$ cat config.mk
export PLATFORM = sky130hd
export DESIGN_NAME = line_follow_pd_steering_framer_top_flat
export DESIGN_NICKNAME = d
export VERILOG_FILES = /design/src/lfpd_pkg.sv /design/src/lfpd_if.sv /design/src/line_follow_pd_steering_framer_top.sv /design/src/lfpd_cfg_regs.sv /design/src/lfpd_ctrl.sv /design/src/lfpd_dp.sv /design/src/flat_wrapper.sv
export SDC_FILE = /design/constraint.sdc
export NUM_CORES = 2
export LEC_CHECK = 0
export BUFFER_PORTS_ARGS = -buffer_cell sky130_fd_sc_hd__buf_2
export CORE_ASPECT_RATIO = 1.1
export CORE_UTILIZATION = 30
export CTS_CLUSTER_DIAMETER = 120
export DETAILED_ROUTE_END_ITERATION = 7
export GPL_ROUTABILITY_DRIVEN = 0
export HOLD_SLACK_MARGIN = 0.02
export SYNTH_ARGS = -nofsm -noshare
export SYNTH_HDL_FRONTEND = slang
export SYNTH_SLANG_ARGS = --single-unit
export TNS_END_PERCENT = 1
$ cat constraint.sdc
create_clock -name clk -period 16.8 [get_ports clk]
set_clock_uncertainty 0.1 [all_clocks]
set_input_delay 1.68 -clock clk [delete_from_list [all_inputs] [get_ports clk]]
set_output_delay 1.68 -clock clk [all_outputs]
set_load 0.03 [all_outputs]
$ cat src/lfpd_pkg.sv
// Package for the line-follow PD steering framer.
// Holds the configuration, command and status types and the frame constants.
// No dependencies.
package lfpd_pkg;

    // Configuration register indexes.
    localparam logic [2:0] REG_FORWARD_SPEED      = 3'd0;
    localparam logic [2:0] REG_PROP_GAIN          = 3'd1;
    localparam logic [2:0] REG_DERIV_GAIN         = 3'd2;
    localparam logic [2:0] REG_PRESENCE_THRESHOLD = 3'd3;
    localparam logic [2:0] REG_DEADBAND_Q8        = 3'd4;
    localparam logic [2:0] REG_BIAS_SCALE         = 3'd5;

    localparam int CFG_DATA_W = 16;
    localparam int CFG_INDEX_W = 3;

    // Reset values of the configuration registers.
    localparam logic signed [15:0] FORWARD_SPEED_RST      = 16'sd3500;
    localparam logic [9:0]         PROP_GAIN_RST          = 10'd280;
    localparam logic signed [10:0] DERIV_GAIN_RST         = -11'sd100;
    localparam logic [13:0]        PRESENCE_THRESHOLD_RST = 14'd25;
    localparam logic [13:0]        DEADBAND_Q8_RST        = 14'd128;
    localparam logic [6:0]         BIAS_SCALE_RST         = 7'd50;

    // Frame delimiters.
    localparam logic [7:0] FRAME_HEAD = 8'h5A;
    localparam logic [7:0] FRAME_TAIL = 8'hA5;

    // Byte positions within the six-byte frame.
    typedef logic [2:0] byte_idx_t;
    localparam byte_idx_t BYTE_HEAD     = 3'd0;
    localparam byte_idx_t BYTE_RIGHT_HI = 3'd1;
    localparam byte_idx_t BYTE_RIGHT_LO = 3'd2;
    localparam byte_idx_t BYTE_LEFT_HI  = 3'd3;
    localparam byte_idx_t BYTE_LEFT_LO  = 3'd4;
    localparam byte_idx_t BYTE_TAIL     = 3'd5;

    typedef struct packed {
        logic signed [15:0] forward_speed;
        logic [9:0]         prop_gain;
        logic signed [10:0] deriv_gain;
        logic [13:0]        presence_threshold;
        logic [13:0]        deadband_q8;
        logic [6:0]         bias_scale;
    } cfg_t;

    // Commands from the controller to the datapath.
    typedef struct packed {
        logic      load;
        logic      div_step;
        logic      bias_en;
        logic      mul_p;
        logic      mul_d;
        logic      steer_en;
        logic      wheel_en;
        byte_idx_t byte_idx;
    } lfpd_cmd_t;

    // Status from the datapath to the controller.
    typedef struct packed {
        logic div_last;
    } lfpd_status_t;

endpackage

$ cat src/lfpd_if.sv
// Channel interfaces of the line-follow PD steering framer.
// Depends on lfpd_pkg for the configuration port widths.
interface lfpd_in_if #(parameter int SAMPLE_BITS = 12);
    logic                   valid;
    logic                   ready;
    logic [SAMPLE_BITS-1:0] left_sample;
    logic [SAMPLE_BITS-1:0] middle_sample;
    logic [SAMPLE_BITS-1:0] right_sample;

    modport source (output valid, left_sample, middle_sample, right_sample, input ready);
    modport sink (input valid, left_sample, middle_sample, right_sample, output ready);
endinterface

interface lfpd_out_if;
    logic       valid;
    logic       ready;
    logic [7:0] frame_byte;
    logic       frame_last;

    modport source (output valid, frame_byte, frame_last, input ready);
    modport sink (input valid, frame_byte, frame_last, output ready);
endinterface

interface lfpd_cfg_if;
    import lfpd_pkg::*;
    logic                   valid;
    logic                   ready;
    logic [CFG_INDEX_W-1:0] index;
    logic [CFG_DATA_W-1:0]  data;

    modport source (output valid, index, data, input ready);
    modport sink (input valid, index, data, output ready);
endinterface

$ cat src/line_follow_pd_steering_framer_top.sv
// Top level of the line-follow PD steering framer.
// Depends on lfpd_pkg, lfpd_if, lfpd_cfg_regs, lfpd_ctrl and lfpd_dp.

// This block turns one transfer of three sensor samples into one six-byte wheel
// speed frame. It takes an item only when idle, so one item is worked at a time.
// After the accepting cycle the bias division runs (one quotient bit per cycle
// from a restoring divider), then the bias, the two PD products, the steering
// term and the saturated wheel codes are formed in turn, and then the six frame
// bytes go out, one per cycle while the sink is ready. The bias after the
// deadband is kept as the previous bias for the derivative term of the next
// item. Configuration writes are always ready and take effect at once; they
// should be made only while the block is idle.
module line_follow_pd_steering_framer_top
    import lfpd_pkg::*;
#(
    parameter int SAMPLE_BITS = 12
)
(
    input logic         clk,
    input logic         rst_n,
    lfpd_in_if.sink     samples,
    lfpd_out_if.source  frame,
    lfpd_cfg_if.sink    cfg
);

    cfg_t         cfg_values;
    lfpd_cmd_t    cmd;
    lfpd_status_t status;

    // Register file for the six configuration registers.
    lfpd_cfg_regs u_cfg_regs (
        .clk      (clk),
        .rst_n    (rst_n),
        .wr_valid (cfg.valid),
        .wr_ready (cfg.ready),
        .wr_index (cfg.index),
        .wr_data  (cfg.data),
        .cfg      (cfg_values)
    );

    // Sequencer: accept, divide, PD steps, then the frame transfers.
    lfpd_ctrl u_ctrl (
        .clk       (clk),
        .rst_n     (rst_n),
        .in_valid  (samples.valid),
        .in_ready  (samples.ready),
        .out_valid (frame.valid),
        .out_ready (frame.ready),
        .status    (status),
        .cmd       (cmd)
    );

    // Arithmetic and the frame byte selection.
    lfpd_dp #(
        .SAMPLE_BITS (SAMPLE_BITS)
    ) u_dp (
        .clk           (clk),
        .rst_n         (rst_n),
        .cfg           (cfg_values),
        .cmd           (cmd),
        .status        (status),
        .left_sample   (samples.left_sample),
        .middle_sample (samples.middle_sample),
        .right_sample  (samples.right_sample),
        .frame_byte    (frame.frame_byte),
        .frame_last    (frame.frame_last)
    );

endmodule

$ cat src/lfpd_cfg_regs.sv
// Configuration register file of the line-follow PD steering framer.
// Depends on lfpd_pkg for register indexes, reset values and cfg_t.
module lfpd_cfg_regs
    import lfpd_pkg::*;
(
    input  logic                   clk,
    input  logic                   rst_n,
    input  logic                   wr_valid,
    output logic                   wr_ready,
    input  logic [CFG_INDEX_W-1:0] wr_index,
    input  logic [CFG_DATA_W-1:0]  wr_data,
    output cfg_t                   cfg
);

    cfg_t cfg_reg;
    cfg_t cfg_next;

    assign wr_ready = 1'b1;
    assign cfg = cfg_reg;

    always_comb
    begin
        cfg_next = cfg_reg;
        if (wr_valid)
        begin
            case (wr_index)
                REG_FORWARD_SPEED:      cfg_next.forward_speed = wr_data;
                REG_PROP_GAIN:          cfg_next.prop_gain = wr_data[9:0];
                REG_DERIV_GAIN:         cfg_next.deriv_gain = wr_data[10:0];
                REG_PRESENCE_THRESHOLD: cfg_next.presence_threshold = wr_data[13:0];
                REG_DEADBAND_Q8:        cfg_next.deadband_q8 = wr_data[13:0];
                REG_BIAS_SCALE:         cfg_next.bias_scale = wr_data[6:0];
                default:                cfg_next = cfg_reg;
            endcase
        end
    end

    always_ff @(posedge clk or negedge rst_n)
    begin
        if (!rst_n)
        begin
            cfg_reg.forward_speed      <= FORWARD_SPEED_RST;
            cfg_reg.prop_gain          <= PROP_GAIN_RST;
            cfg_reg.deriv_gain         <= DERIV_GAIN_RST;
            cfg_reg.presence_threshold <= PRESENCE_THRESHOLD_RST;
            cfg_reg.deadband_q8        <= DEADBAND_Q8_RST;
            cfg_reg.bias_scale         <= BIAS_SCALE_RST;
        end
        else
        begin
            cfg_reg <= cfg_next;
        end
    end

endmodule

$ cat src/lfpd_ctrl.sv
// Controller state machine of the line-follow PD steering framer.
// Depends on lfpd_pkg for the command and status structs and byte positions.
module lfpd_ctrl
    import lfpd_pkg::*;
(
    input  logic         clk,
    input  logic         rst_n,
    input  logic         in_valid,
    output logic         in_ready,
    output logic         out_valid,
    input  logic         out_ready,
    input  lfpd_status_t status,
    output lfpd_cmd_t    cmd
);

    typedef enum logic [7:0] {
        ST_IDLE  = 8'b0000_0001,
        ST_DIV   = 8'b0000_0010,
        ST_BIAS  = 8'b0000_0100,
        ST_MULP  = 8'b0000_1000,
        ST_MULD  = 8'b0001_0000,
        ST_STEER = 8'b0010_0000,
        ST_WHEEL = 8'b0100_0000,
        ST_SEND  = 8'b1000_0000
    } state_t;

    state_t    state_reg;
    state_t    state_next;
    byte_idx_t idx_reg;
    byte_idx_t idx_next;
    logic      in_xfer;
    logic      out_xfer;

    assign in_ready  = (state_reg == ST_IDLE);
    assign out_valid = (state_reg == ST_SEND);
    assign in_xfer   = in_valid && in_ready;
    assign out_xfer  = out_valid && out_ready;

    always_comb
    begin
        state_next = state_reg;
        idx_next   = idx_reg;
        case (state_reg)
            ST_IDLE:
            begin
                if (in_xfer)
                begin
                    state_next = ST_DIV;
                end
            end
            ST_DIV:
            begin
                if (status.div_last)
                begin
                    state_next = ST_BIAS;
                end
            end
            ST_BIAS:  state_next = ST_MULP;
            ST_MULP:  state_next = ST_MULD;
            ST_MULD:  state_next = ST_STEER;
            ST_STEER: state_next = ST_WHEEL;
            ST_WHEEL:
            begin
                state_next = ST_SEND;
                idx_next   = BYTE_HEAD;
            end
            ST_SEND:
            begin
                if (out_xfer)
                begin
                    if (idx_reg == BYTE_TAIL)
                    begin
                        state_next = ST_IDLE;
                        idx_next   = BYTE_HEAD;
                    end
                    else
                    begin
                        idx_next = idx_reg + 3'd1;
                    end
                end
            end
            default:
            begin
                state_next = ST_IDLE;
                idx_next   = BYTE_HEAD;
            end
        endcase
    end

    always_comb
    begin
        cmd.load     = in_xfer;
        cmd.div_step = (state_reg == ST_DIV);
        cmd.bias_en  = (state_reg == ST_BIAS);
        cmd.mul_p    = (state_reg == ST_MULP);
        cmd.mul_d    = (state_reg == ST_MULD);
        cmd.steer_en = (state_reg == ST_STEER);
        cmd.wheel_en = (state_reg == ST_WHEEL);
        cmd.byte_idx = idx_reg;
    end

    always_ff @(posedge clk or negedge rst_n)
    begin
        if (!rst_n)
        begin
            state_reg <= ST_IDLE;
            idx_reg   <= BYTE_HEAD;
        end
        else
        begin
            state_reg <= state_next;
            idx_reg   <= idx_next;
        end
    end

    // A new item is never taken while a frame is still going out.
    a_no_overlap: assert property (@(posedge clk) disable iff (!rst_n)
        !(in_ready && out_valid))
        else $error("input ready while frame bytes pending");

    // The closing byte transfer returns the block to idle.
    a_tail_to_idle: assert property (@(posedge clk) disable iff (!rst_n)
        (out_xfer && idx_reg == BYTE_TAIL) |=> in_ready)
        else $error("block not idle after closing byte");

    // The byte position never passes the closing byte.
    a_idx_range: assert property (@(posedge clk) disable iff (!rst_n)
        idx_reg == BYTE_HEAD || idx_reg == BYTE_RIGHT_HI || idx_reg == BYTE_RIGHT_LO ||
        idx_reg == BYTE_LEFT_HI || idx_reg == BYTE_LEFT_LO || idx_reg == BYTE_TAIL)
        else $error("frame byte position out of range");

    // An accepted item starts the division in the next cycle.
    a_load_to_div: assert property (@(posedge clk) disable iff (!rst_n)
        in_xfer |=> cmd.div_step)
        else $error("division did not start after accept");

endmodule

$ cat src/lfpd_dp.sv
// Datapath of the line-follow PD steering framer: bias division, PD terms,
// wheel saturation and frame byte selection. Depends on lfpd_pkg.
module lfpd_dp
    import lfpd_pkg::*;
#(
    parameter int SAMPLE_BITS = 12
)
(
    input  logic                   clk,
    input  logic                   rst_n,
    input  cfg_t                   cfg,
    input  lfpd_cmd_t              cmd,
    output lfpd_status_t           status,
    input  logic [SAMPLE_BITS-1:0] left_sample,
    input  logic [SAMPLE_BITS-1:0] middle_sample,
    input  logic [SAMPLE_BITS-1:0] right_sample,
    output logic [7:0]             frame_byte,
    output logic                   frame_last
);

    localparam int MS_W  = SAMPLE_BITS + 7;
    localparam int NUM_W = MS_W + 8;
    localparam int DEN_W = SAMPLE_BITS + 1;
    localparam int CMP_W = (SAMPLE_BITS + 2 > 14) ? SAMPLE_BITS + 2 : 14;
    localparam int CNT_W = $clog2(NUM_W);

    // Load-time arithmetic.
    logic [CMP_W-1:0]       sample_sum;
    logic [DEN_W-1:0]       den_w;
    logic                   neg_w;
    logic [SAMPLE_BITS-1:0] mag_w;
    logic [MS_W-1:0]        scaled_w;

    // Division state.
    logic [NUM_W-1:0] quot_reg;
    logic [DEN_W-1:0] rem_reg;
    logic [DEN_W-1:0] den_reg;
    logic             neg_reg;
    logic             steer_ok_reg;
    logic [CNT_W-1:0] cnt_reg;
    logic [DEN_W:0]   shifted;
    logic [DEN_W+1:0] trial;
    logic             fits;

    // PD and wheel state.
    logic [15:0]        q_mag;
    logic signed [15:0] bias_reg;
    logic signed [15:0] bias_next;
    logic signed [15:0] prev_reg;
    logic signed [26:0] p_reg;
    logic signed [27:0] d_reg;
    logic signed [16:0] delta;
    logic signed [28:0] pd_sum;
    logic signed [28:0] pd_adj;
    logic signed [20:0] steer_reg;
    logic signed [21:0] left_w;
    logic signed [21:0] right_w;
    logic [15:0]        lcode_reg;
    logic [15:0]        rcode_reg;

    // Saturates to int16 and applies the 0x8000 offset by flipping the sign bit.
    function automatic logic [15:0] wheel_code(input logic signed [21:0] v);
        logic signed [15:0] s;
        if (v > 22'sd32767)
        begin
            s = 16'sh7FFF;
        end
        else if (v < -22'sd32768)
        begin
            s = 16'sh8000;
        end
        else
        begin
            s = v[15:0];
        end
        return {~s[15], s[14:0]};
    endfunction

    assign sample_sum = CMP_W'(left_sample) + CMP_W'(middle_sample) + CMP_W'(right_sample);
    assign den_w      = DEN_W'(left_sample) + DEN_W'(right_sample);
    assign neg_w      = left_sample < right_sample;
    assign mag_w      = neg_w ? right_sample - left_sample : left_sample - right_sample;
    assign scaled_w   = MS_W'(mag_w) * MS_W'(cfg.bias_scale);

    // Restoring division, one quotient bit per cycle.
    assign shifted = {rem_reg, quot_reg[NUM_W-1]};
    assign trial   = {1'b0, shifted} - {2'b00, den_reg};
    assign fits    = !trial[DEN_W+1];

    assign status.div_last = (cnt_reg == CNT_W'(NUM_W - 1));

    // The quotient magnitude stays below 2^15 whenever the divisor is nonzero.
    assign q_mag = quot_reg[15:0];

    always_comb
    begin
        if (!steer_ok_reg || q_mag < {2'b00, cfg.deadband_q8})
        begin
            bias_next = 16'sd0;
        end
        else if (neg_reg)
        begin
            bias_next = -$signed(q_mag);
        end
        else
        begin
            bias_next = $signed(q_mag);
        end
    end

    assign delta   = 17'(bias_reg) - 17'(prev_reg);
    assign pd_sum  = 29'(p_reg) + 29'(d_reg);
    assign pd_adj  = pd_sum + (pd_sum[28] ? 29'sd255 : 29'sd0);
    assign left_w  = 22'(cfg.forward_speed) - 22'(steer_reg);
    assign right_w = 22'(cfg.forward_speed) + 22'(steer_reg);

    always_ff @(posedge clk or negedge rst_n)
    begin
        if (!rst_n)
        begin
            prev_reg <= 16'sd0;
            cnt_reg  <= '0;
        end
        else
        begin
            if (cmd.load)
            begin
                cnt_reg <= '0;
            end
            else if (cmd.div_step)
            begin
                cnt_reg <= cnt_reg + CNT_W'(1);
            end
            if (cmd.wheel_en)
            begin
                prev_reg <= bias_reg;
            end
        end
    end

    always_ff @(posedge clk)
    begin
        if (cmd.load)
        begin
            quot_reg     <= {scaled_w, 8'h00};
            rem_reg      <= '0;
            den_reg      <= den_w;
            neg_reg      <= neg_w;
            steer_ok_reg <= (sample_sum > CMP_W'(cfg.presence_threshold)) && (den_w != '0);
        end
        else if (cmd.div_step)
        begin
            quot_reg <= {quot_reg[NUM_W-2:0], fits};
            rem_reg  <= fits ? trial[DEN_W-1:0] : shifted[DEN_W-1:0];
        end
        if (cmd.bias_en)
        begin
            bias_reg <= bias_next;
        end
        if (cmd.mul_p)
        begin
            p_reg <= $signed(27'(cfg.prop_gain)) * 27'(bias_reg);
        end
        if (cmd.mul_d)
        begin
            d_reg <= 28'(cfg.deriv_gain) * 28'(delta);
        end
        if (cmd.steer_en)
        begin
            steer_reg <= pd_adj[28:8];
        end
        if (cmd.wheel_en)
        begin
            lcode_reg <= wheel_code(left_w);
            rcode_reg <= wheel_code(right_w);
        end
    end

    always_comb
    begin
        case (cmd.byte_idx)
            BYTE_HEAD:     frame_byte = FRAME_HEAD;
            BYTE_RIGHT_HI: frame_byte = rcode_reg[15:8];
            BYTE_RIGHT_LO: frame_byte = rcode_reg[7:0];
            BYTE_LEFT_HI:  frame_byte = lcode_reg[15:8];
            BYTE_LEFT_LO:  frame_byte = lcode_reg[7:0];
            BYTE_TAIL:     frame_byte = FRAME_TAIL;
            default:       frame_byte = FRAME_TAIL;
        endcase
    end

    assign frame_last = (cmd.byte_idx == BYTE_TAIL);

endmodule

$ cat src/flat_wrapper.sv
// flat-port wrapper written by rule: the top's interface ports become plain ports
module line_follow_pd_steering_framer_top_flat import lfpd_pkg::*;
#(
    parameter int SAMPLE_BITS = 12
)
  (clk, rst_n, samples_valid, samples_left_sample, samples_middle_sample, samples_right_sample, samples_ready, frame_valid, frame_frame_byte, frame_frame_last, frame_ready, cfg_valid, cfg_index, cfg_data, cfg_ready);
  lfpd_in_if #(.SAMPLE_BITS(SAMPLE_BITS)) samples_i ();
  lfpd_out_if frame_i ();
  lfpd_cfg_if cfg_i ();
  input logic clk;
  input logic rst_n;
  input wire logic [$bits(samples_i.valid)-1:0] samples_valid;
  input wire logic [$bits(samples_i.left_sample)-1:0] samples_left_sample;
  input wire logic [$bits(samples_i.middle_sample)-1:0] samples_middle_sample;
  input wire logic [$bits(samples_i.right_sample)-1:0] samples_right_sample;
  output wire logic [$bits(samples_i.ready)-1:0] samples_ready;
  output wire logic [$bits(frame_i.valid)-1:0] frame_valid;
  output wire logic [$bits(frame_i.frame_byte)-1:0] frame_frame_byte;
  output wire logic [$bits(frame_i.frame_last)-1:0] frame_frame_last;
  input wire logic [$bits(frame_i.ready)-1:0] frame_ready;
  input wire logic [$bits(cfg_i.valid)-1:0] cfg_valid;
  input wire logic [$bits(cfg_i.index)-1:0] cfg_index;
  input wire logic [$bits(cfg_i.data)-1:0] cfg_data;
  output wire logic [$bits(cfg_i.ready)-1:0] cfg_ready;
  assign samples_i.valid = samples_valid;
  assign samples_i.left_sample = samples_left_sample;
  assign samples_i.middle_sample = samples_middle_sample;
  assign samples_i.right_sample = samples_right_sample;
  assign samples_ready = samples_i.ready;
  assign frame_valid = frame_i.valid;
  assign frame_frame_byte = frame_i.frame_byte;
  assign frame_frame_last = frame_i.frame_last;
  assign frame_i.ready = frame_ready;
  assign cfg_i.valid = cfg_valid;
  assign cfg_i.index = cfg_index;
  assign cfg_i.data = cfg_data;
  assign cfg_ready = cfg_i.ready;
  line_follow_pd_steering_framer_top #(.SAMPLE_BITS(SAMPLE_BITS)) u_core (.clk(clk), .rst_n(rst_n), .samples(samples_i), .frame(frame_i), .cfg(cfg_i));
endmodule
; Yosys cells after proc, flatten, opt, wreduce, memory -nomap -nowiden
; Cells that the tools add are included.
[classes]
n_addsub = 14
multipliers = 3
div = 0
n_lt_le_gt_ge = 7
n_eq_ne = 23
n_shift = 0
n_mux = 23
bitwise_logic = 3
reduce_logical = 19
[op_table]
columns = cell, n
row1 = two-way mux 16 bit, 7
row2 = case mux 8 bit (8 select lines), 1
row3 = two-way mux 27 bit, 2
row4 = "> comparator 22 x 16 -> 1 bit, second input constant", 2
row5 = "less-than comparator 22 x 16 -> 1 bit, second input constant", 2
row6 = two-way mux 8 bit, 5
row7 = case mux 8 bit (5 select lines), 1
row8 = adder 27 x 28 -> 29 bit, 1
row9 = adder 29 x 9 -> 29 bit, 1
row10 = multiplier 11 x 17 -> 28 bit, 1
row11 = multiplier 11 x 16 -> 27 bit, 1
row12 = adder 12 x 12 -> 13 bit, 2
row13 = subtractor 12 bit, 2
row14 = adder 16 x 21 -> 22 bit, 1
row15 = subtractor 16 x 21 -> 22 bit, 1
row16 = multiplier 12 x 7 -> 19 bit, 1
row17 = subtractor 16 x 16 -> 17 bit, 1
row18 = less-than comparator 16 x 14 -> 1 bit, 1
row19 = negator 16 bit, 1
row20 = subtractor 14 x 13 -> 15 bit, 1
row21 = adder 14 x 12 -> 14 bit, 1
row22 = > comparator 14 bit, 1
row23 = AND reduction 2 bit, 7
row24 = two-way mux 13 bit, 1
row25 = other kinds (30), 47
[totals]
reg_bits = 283
latch_bits = 0
mem_bits_rw = 0
mem_bits_ro = 0
input_bits = 60
out_inout_bits = 12
word_cells = 114
memories = 0

; Longest topological paths before layout
[logic_depth]
word_depth = 6
depth_mapped = 32
depth_no_buf = 31

; Modules after synthesis
; From an unflattened synthesis, not the netlist that was laid out.
[hier_totals]
hier_cells = 3695
hier_area_um2 = 34794.6
[modules_own_cells]
columns = mod, n_inst, cells_per_inst, area_per_inst_um2, seq_area_each_um2
row1 = lfpd_dp, 1, 3468, 31381.3, 5690.5
row2 = lfpd_cfg_regs, 1, 158, 2766.4, 1831.8
row3 = lfpd_ctrl, 1, 69, 646.9, 276.5

; Worst setup path after synthesis
; OpenSTA, ideal clock, no wires.
[synth_timing]
path_kind = input -> register
from = input port samples_left_sample[0]
to = register u_core.u_dp.quot_reg[25] (data pin)
setup_time_ps = 257
arrival_time_ps = 8392
t_required_ps = 16443
slack_ps = 8051
cell_stages = 29
path_buffers = 0
path_cell_list = inv_1 > ha_1 > inv_1 > fa_1 > a21o_1 > a21o_1 > a41oi_1 > a31oi_1 > a31oi_4 > mux2_2 > a311oi_1 > o21ai_0 > xor2_1 > nand2_1 > fa_1 > inv_1 > fa_1 > fa_1 > inv_1 > fa_1 > inv_1 > ha_1 > and3_1 > a21oi_1 > nand3_1 > and4_1 > o31a_1 > or3_1 > a32o_1
[synth_via]
elab_chain_cells = 4
elab_cells_between_ends = 6
[synth_lines]
columns = item, line
row1 = start: declaration, flat_wrapper.sv:13  ; input wire logic [$bits(samples_i.left_sample)-1:0] samples_left_sample;
row2 = subtractor 12 bit or less-than comparator 12 bit (tied branches), "lfpd_dp.sv:82, lfpd_dp.sv:81"
row3 = two-way mux 12 bit *, lfpd_dp.sv:82  ; assign mag_w = neg_w ? right_sample - left_sample : left_sample - right_sample;
row4 = multiplier 12 x 7 -> 19 bit *, lfpd_dp.sv:83  ; assign scaled_w = MS_W'(mag_w) * MS_W'(cfg.bias_scale);
row5 = two-way mux 27 bit *, lfpd_dp.sv:143  ; if (cmd.load)
row6 = end signal: assignment, lfpd_dp.sv:145  ; quot_reg <= {scaled_w, 8'h00};
row7 = end signal: assignment, lfpd_dp.sv:153  ; quot_reg <= {quot_reg[NUM_W-2:0], fits};
row8 = end: declaration, lfpd_dp.sv:35  ; logic [NUM_W-1:0] quot_reg;
; Mark *: on every way between the ends. The rest lies on a longest branch, timed or not.
; A chain may end at the register's enable or synchronous reset.

; Worst setup path after layout
; Same ends and word-level chain as after synthesis.

==> results.cfg <==
[yosys]
yosysTopAreaCellShare = 0.213
synth-main-ff-cell = edfxtp_1
yosys.area.top_type = fa_1
synth_area_leaders = fa_1 (21%), edfxtp_1 (13%), ha_1 (13%)
ys.warnings.count = 0
synthCells = 3836
synthesis.nets = 4624
synth_area_sq_um = 35300
ys_seq_area_frac = 0.221
synthArstFlopShare = 0.367
yosysMostFrequentCell = inv_1
ys_ff_latch = 283
avgSynthCellArea_sq_um = 9.20
yosys.cell_types.count = 98
ys_top_cells_by_count = inv_1 (640), fa_1 (375), ha_1 (353)
synth_edf_count = 158

[critical_path]
worstReg2RegEnd = u_core.u_dp.d_reg[24]$_DFFE_PP_
cp-start-kind = input port
path_buf_inv = 6
reg2regPathDepth = 29
critPathArrivalTime_ns = 9.31
worstReg2RegStart = u_core.u_dp.bias_reg[0]$_SDFFCE_PP0P_
worstSetupPathType = input port to flop
crit_family = adder cells
cpPeakStageDelay_ns = 0.57
cp_max_fo = 18
reg2reg_slack_ns = 7.99
slowest_stage = a31oi_4
critPathRequiredTime_ns = 17.01
crit_path_end_kind = flop

[route]
dr_total_vias = 26200
drc = 12
wl_per_cell_um = 16.4
drt_iter0_markers = 1434
wl_um = 88300
via_per_inst = 4.88
dr.pass1.iters = 8
antenna_left = 0

[timing]
tns_ns = 0
worst_slew_pin_slew_ns = 1.14
maxSlewViolCount = 0
fin_crit_ns = 9.10
finalSetupViolations = 0
fmax_mhz = 110
rsz0062_at_grt = false
hold_viol = 0
period_share = 0.542
max_slew_margin = 0.233

[status]
outcome = finished, violations left
violations = design-rule violations

[global_route]
grt_max_degree = 73
grt_overflow = 0
grt_pass1_wl_um = 143000
grt.total_usage = 0.149
antenna_found_initial = 6
grt_pass1_vias = 26600

[hold_path]
worstHoldPathCells = 2
min-delay-start = u_core.u_dp.rem_reg[9]$_SDFFE_PP0N_
holdPathEnd = u_core.u_dp.rem_reg[9]$_SDFFE_PP0N_
hp-class = flop to flop

[cells_and_area]
drive_above_1_share = 0.0766
nNetsFinal = 4613
largest_reg_flops = 72
synthToLayoutAreaGrowth_pct = 8.99

[floorplanning]
pin_count = 72
fp.dieH_um = 362
core_sq_um = 116000
start_util = 0.304
die_area_sq_um = 119000
fp.dieW_um = 329
core.rowCount = 131

[clock_tree]
cts_buffers = 36
clk_latency_ns = 0.57
postCtsHoldBufs = 0
cts_sinks = 283
clock_path_buffers = 3
cts_tree = yes
cts-resized-gates = 0
post-cts-setup-buffers = 0
htreeDepth = 2
clk_pin_slew_ns = 0.06
clk_root_buffer_cell = clkbuf_16

[placement]
dp_hpwl_um = 71400
port_buffers = 70

[run]
drv_cap = 0
-- area by class of cell --
class	count	area, sq um
clock buffer	48	1030
multi-input combinational	2765	24500
antenna	1	2.50
clock inverter	17	204
fill	11900	77800
tap	1529	1910
timing repair buffer	98	563
inverter	641	2410
sequential	283	7800
-- cells in the final DEF, fill, tap and decap left out, drive strengths merged, types with 69 or more instances in the layout --
master / count
o21ai: 209
fa: 375
xnor2: 153
ha: 353
nand2: 343
a21oi: 156
buf: 98
nor2: 168
dfrtp: 79
edfxtp: 158
nand3: 84
inv: 641
and2: 173
mux2: 69
-- how the worst max path moves through the flow --
stage	from	endpoint	slack [ns]	depth (start not counted)
CTS	samples_right_sample[1]	u_core.u_dp.quot_reg[25]$_DFFE_PP_	7.75	28
global placement	samples_left_sample[0]	u_core.u_dp.quot_reg[25]$_DFFE_PP_	7.23	30
detailed placement	samples_right_sample[1]	u_core.u_dp.quot_reg[25]$_DFFE_PP_	7.15	28
finish	samples_left_sample[0]	u_core.u_dp.quot_reg[25]$_DFFE_PP_	7.70	30
global route	samples_left_sample[0]	u_core.u_dp.quot_reg[25]$_DFFE_PP_	7.33	30
floorplan	samples_left_sample[0]	u_core.u_dp.quot_reg[25]$_DFFE_PP_	8.05	29
-- worst register-to-register path: cells and delay by family, from the launching register on --
family	cells	cell delay (ns)
adder cells (fa/ha/maj)	8	3.56
AO/OA/AOI/OAI	14	3.31
AND/OR/NAND/NOR	3	0.72
flip-flops	1	0.58
buffers and inverters	4	0.27
-- through the flow --
step,setup WS (ns),util,instance area [sq um],std cells,hold slack (ns)
finish,7.70,0.331,38400,5382,0.393
global route,7.33,0.331,38400,5381,0.410
CTS,7.75,0.331,38400,5381,0.393
detailed placement,7.15,0.320,37200,5316,0.383
global placement,7.23,0.320,37200,5316,0.374
floorplan,8.05,-,35300,3836,0.353
-- cells by family (layout without fill, tap and decap cells) --
| logic type | count (synthesis) | after routing | share of synthesized area |
|---|---|---|---|
| xor gates and xnor gates | 204 | 204 | 0.0507 |
| and+or+nand+nor | 1063 | 1063 | 0.151 |
| other | 1 | 2 | 0.000106 |
| adders and majority gates | 728 | 728 | 0.338 |
| muxes | 94 | 94 | 0.0291 |
| buffers and inverters | 788 | 804 | 0.0851 |
| DFF | 283 | 283 | 0.221 |
| AOI/OAI and AO/OA | 675 | 675 | 0.125 |
-- layer usage --
metal,global-route usage,up-vias,routed length [um]
li1,-,12600,-
met1,0.186,12900,38800
met2,0.265,527,43600
met3,0.0211,145,3630
met4,0.0394,8,2240
met5,0,-,57
Power is left out: the tool's default activity adds up to more than one toggle a clock period on the data nets, which glitch-free logic cannot reach.
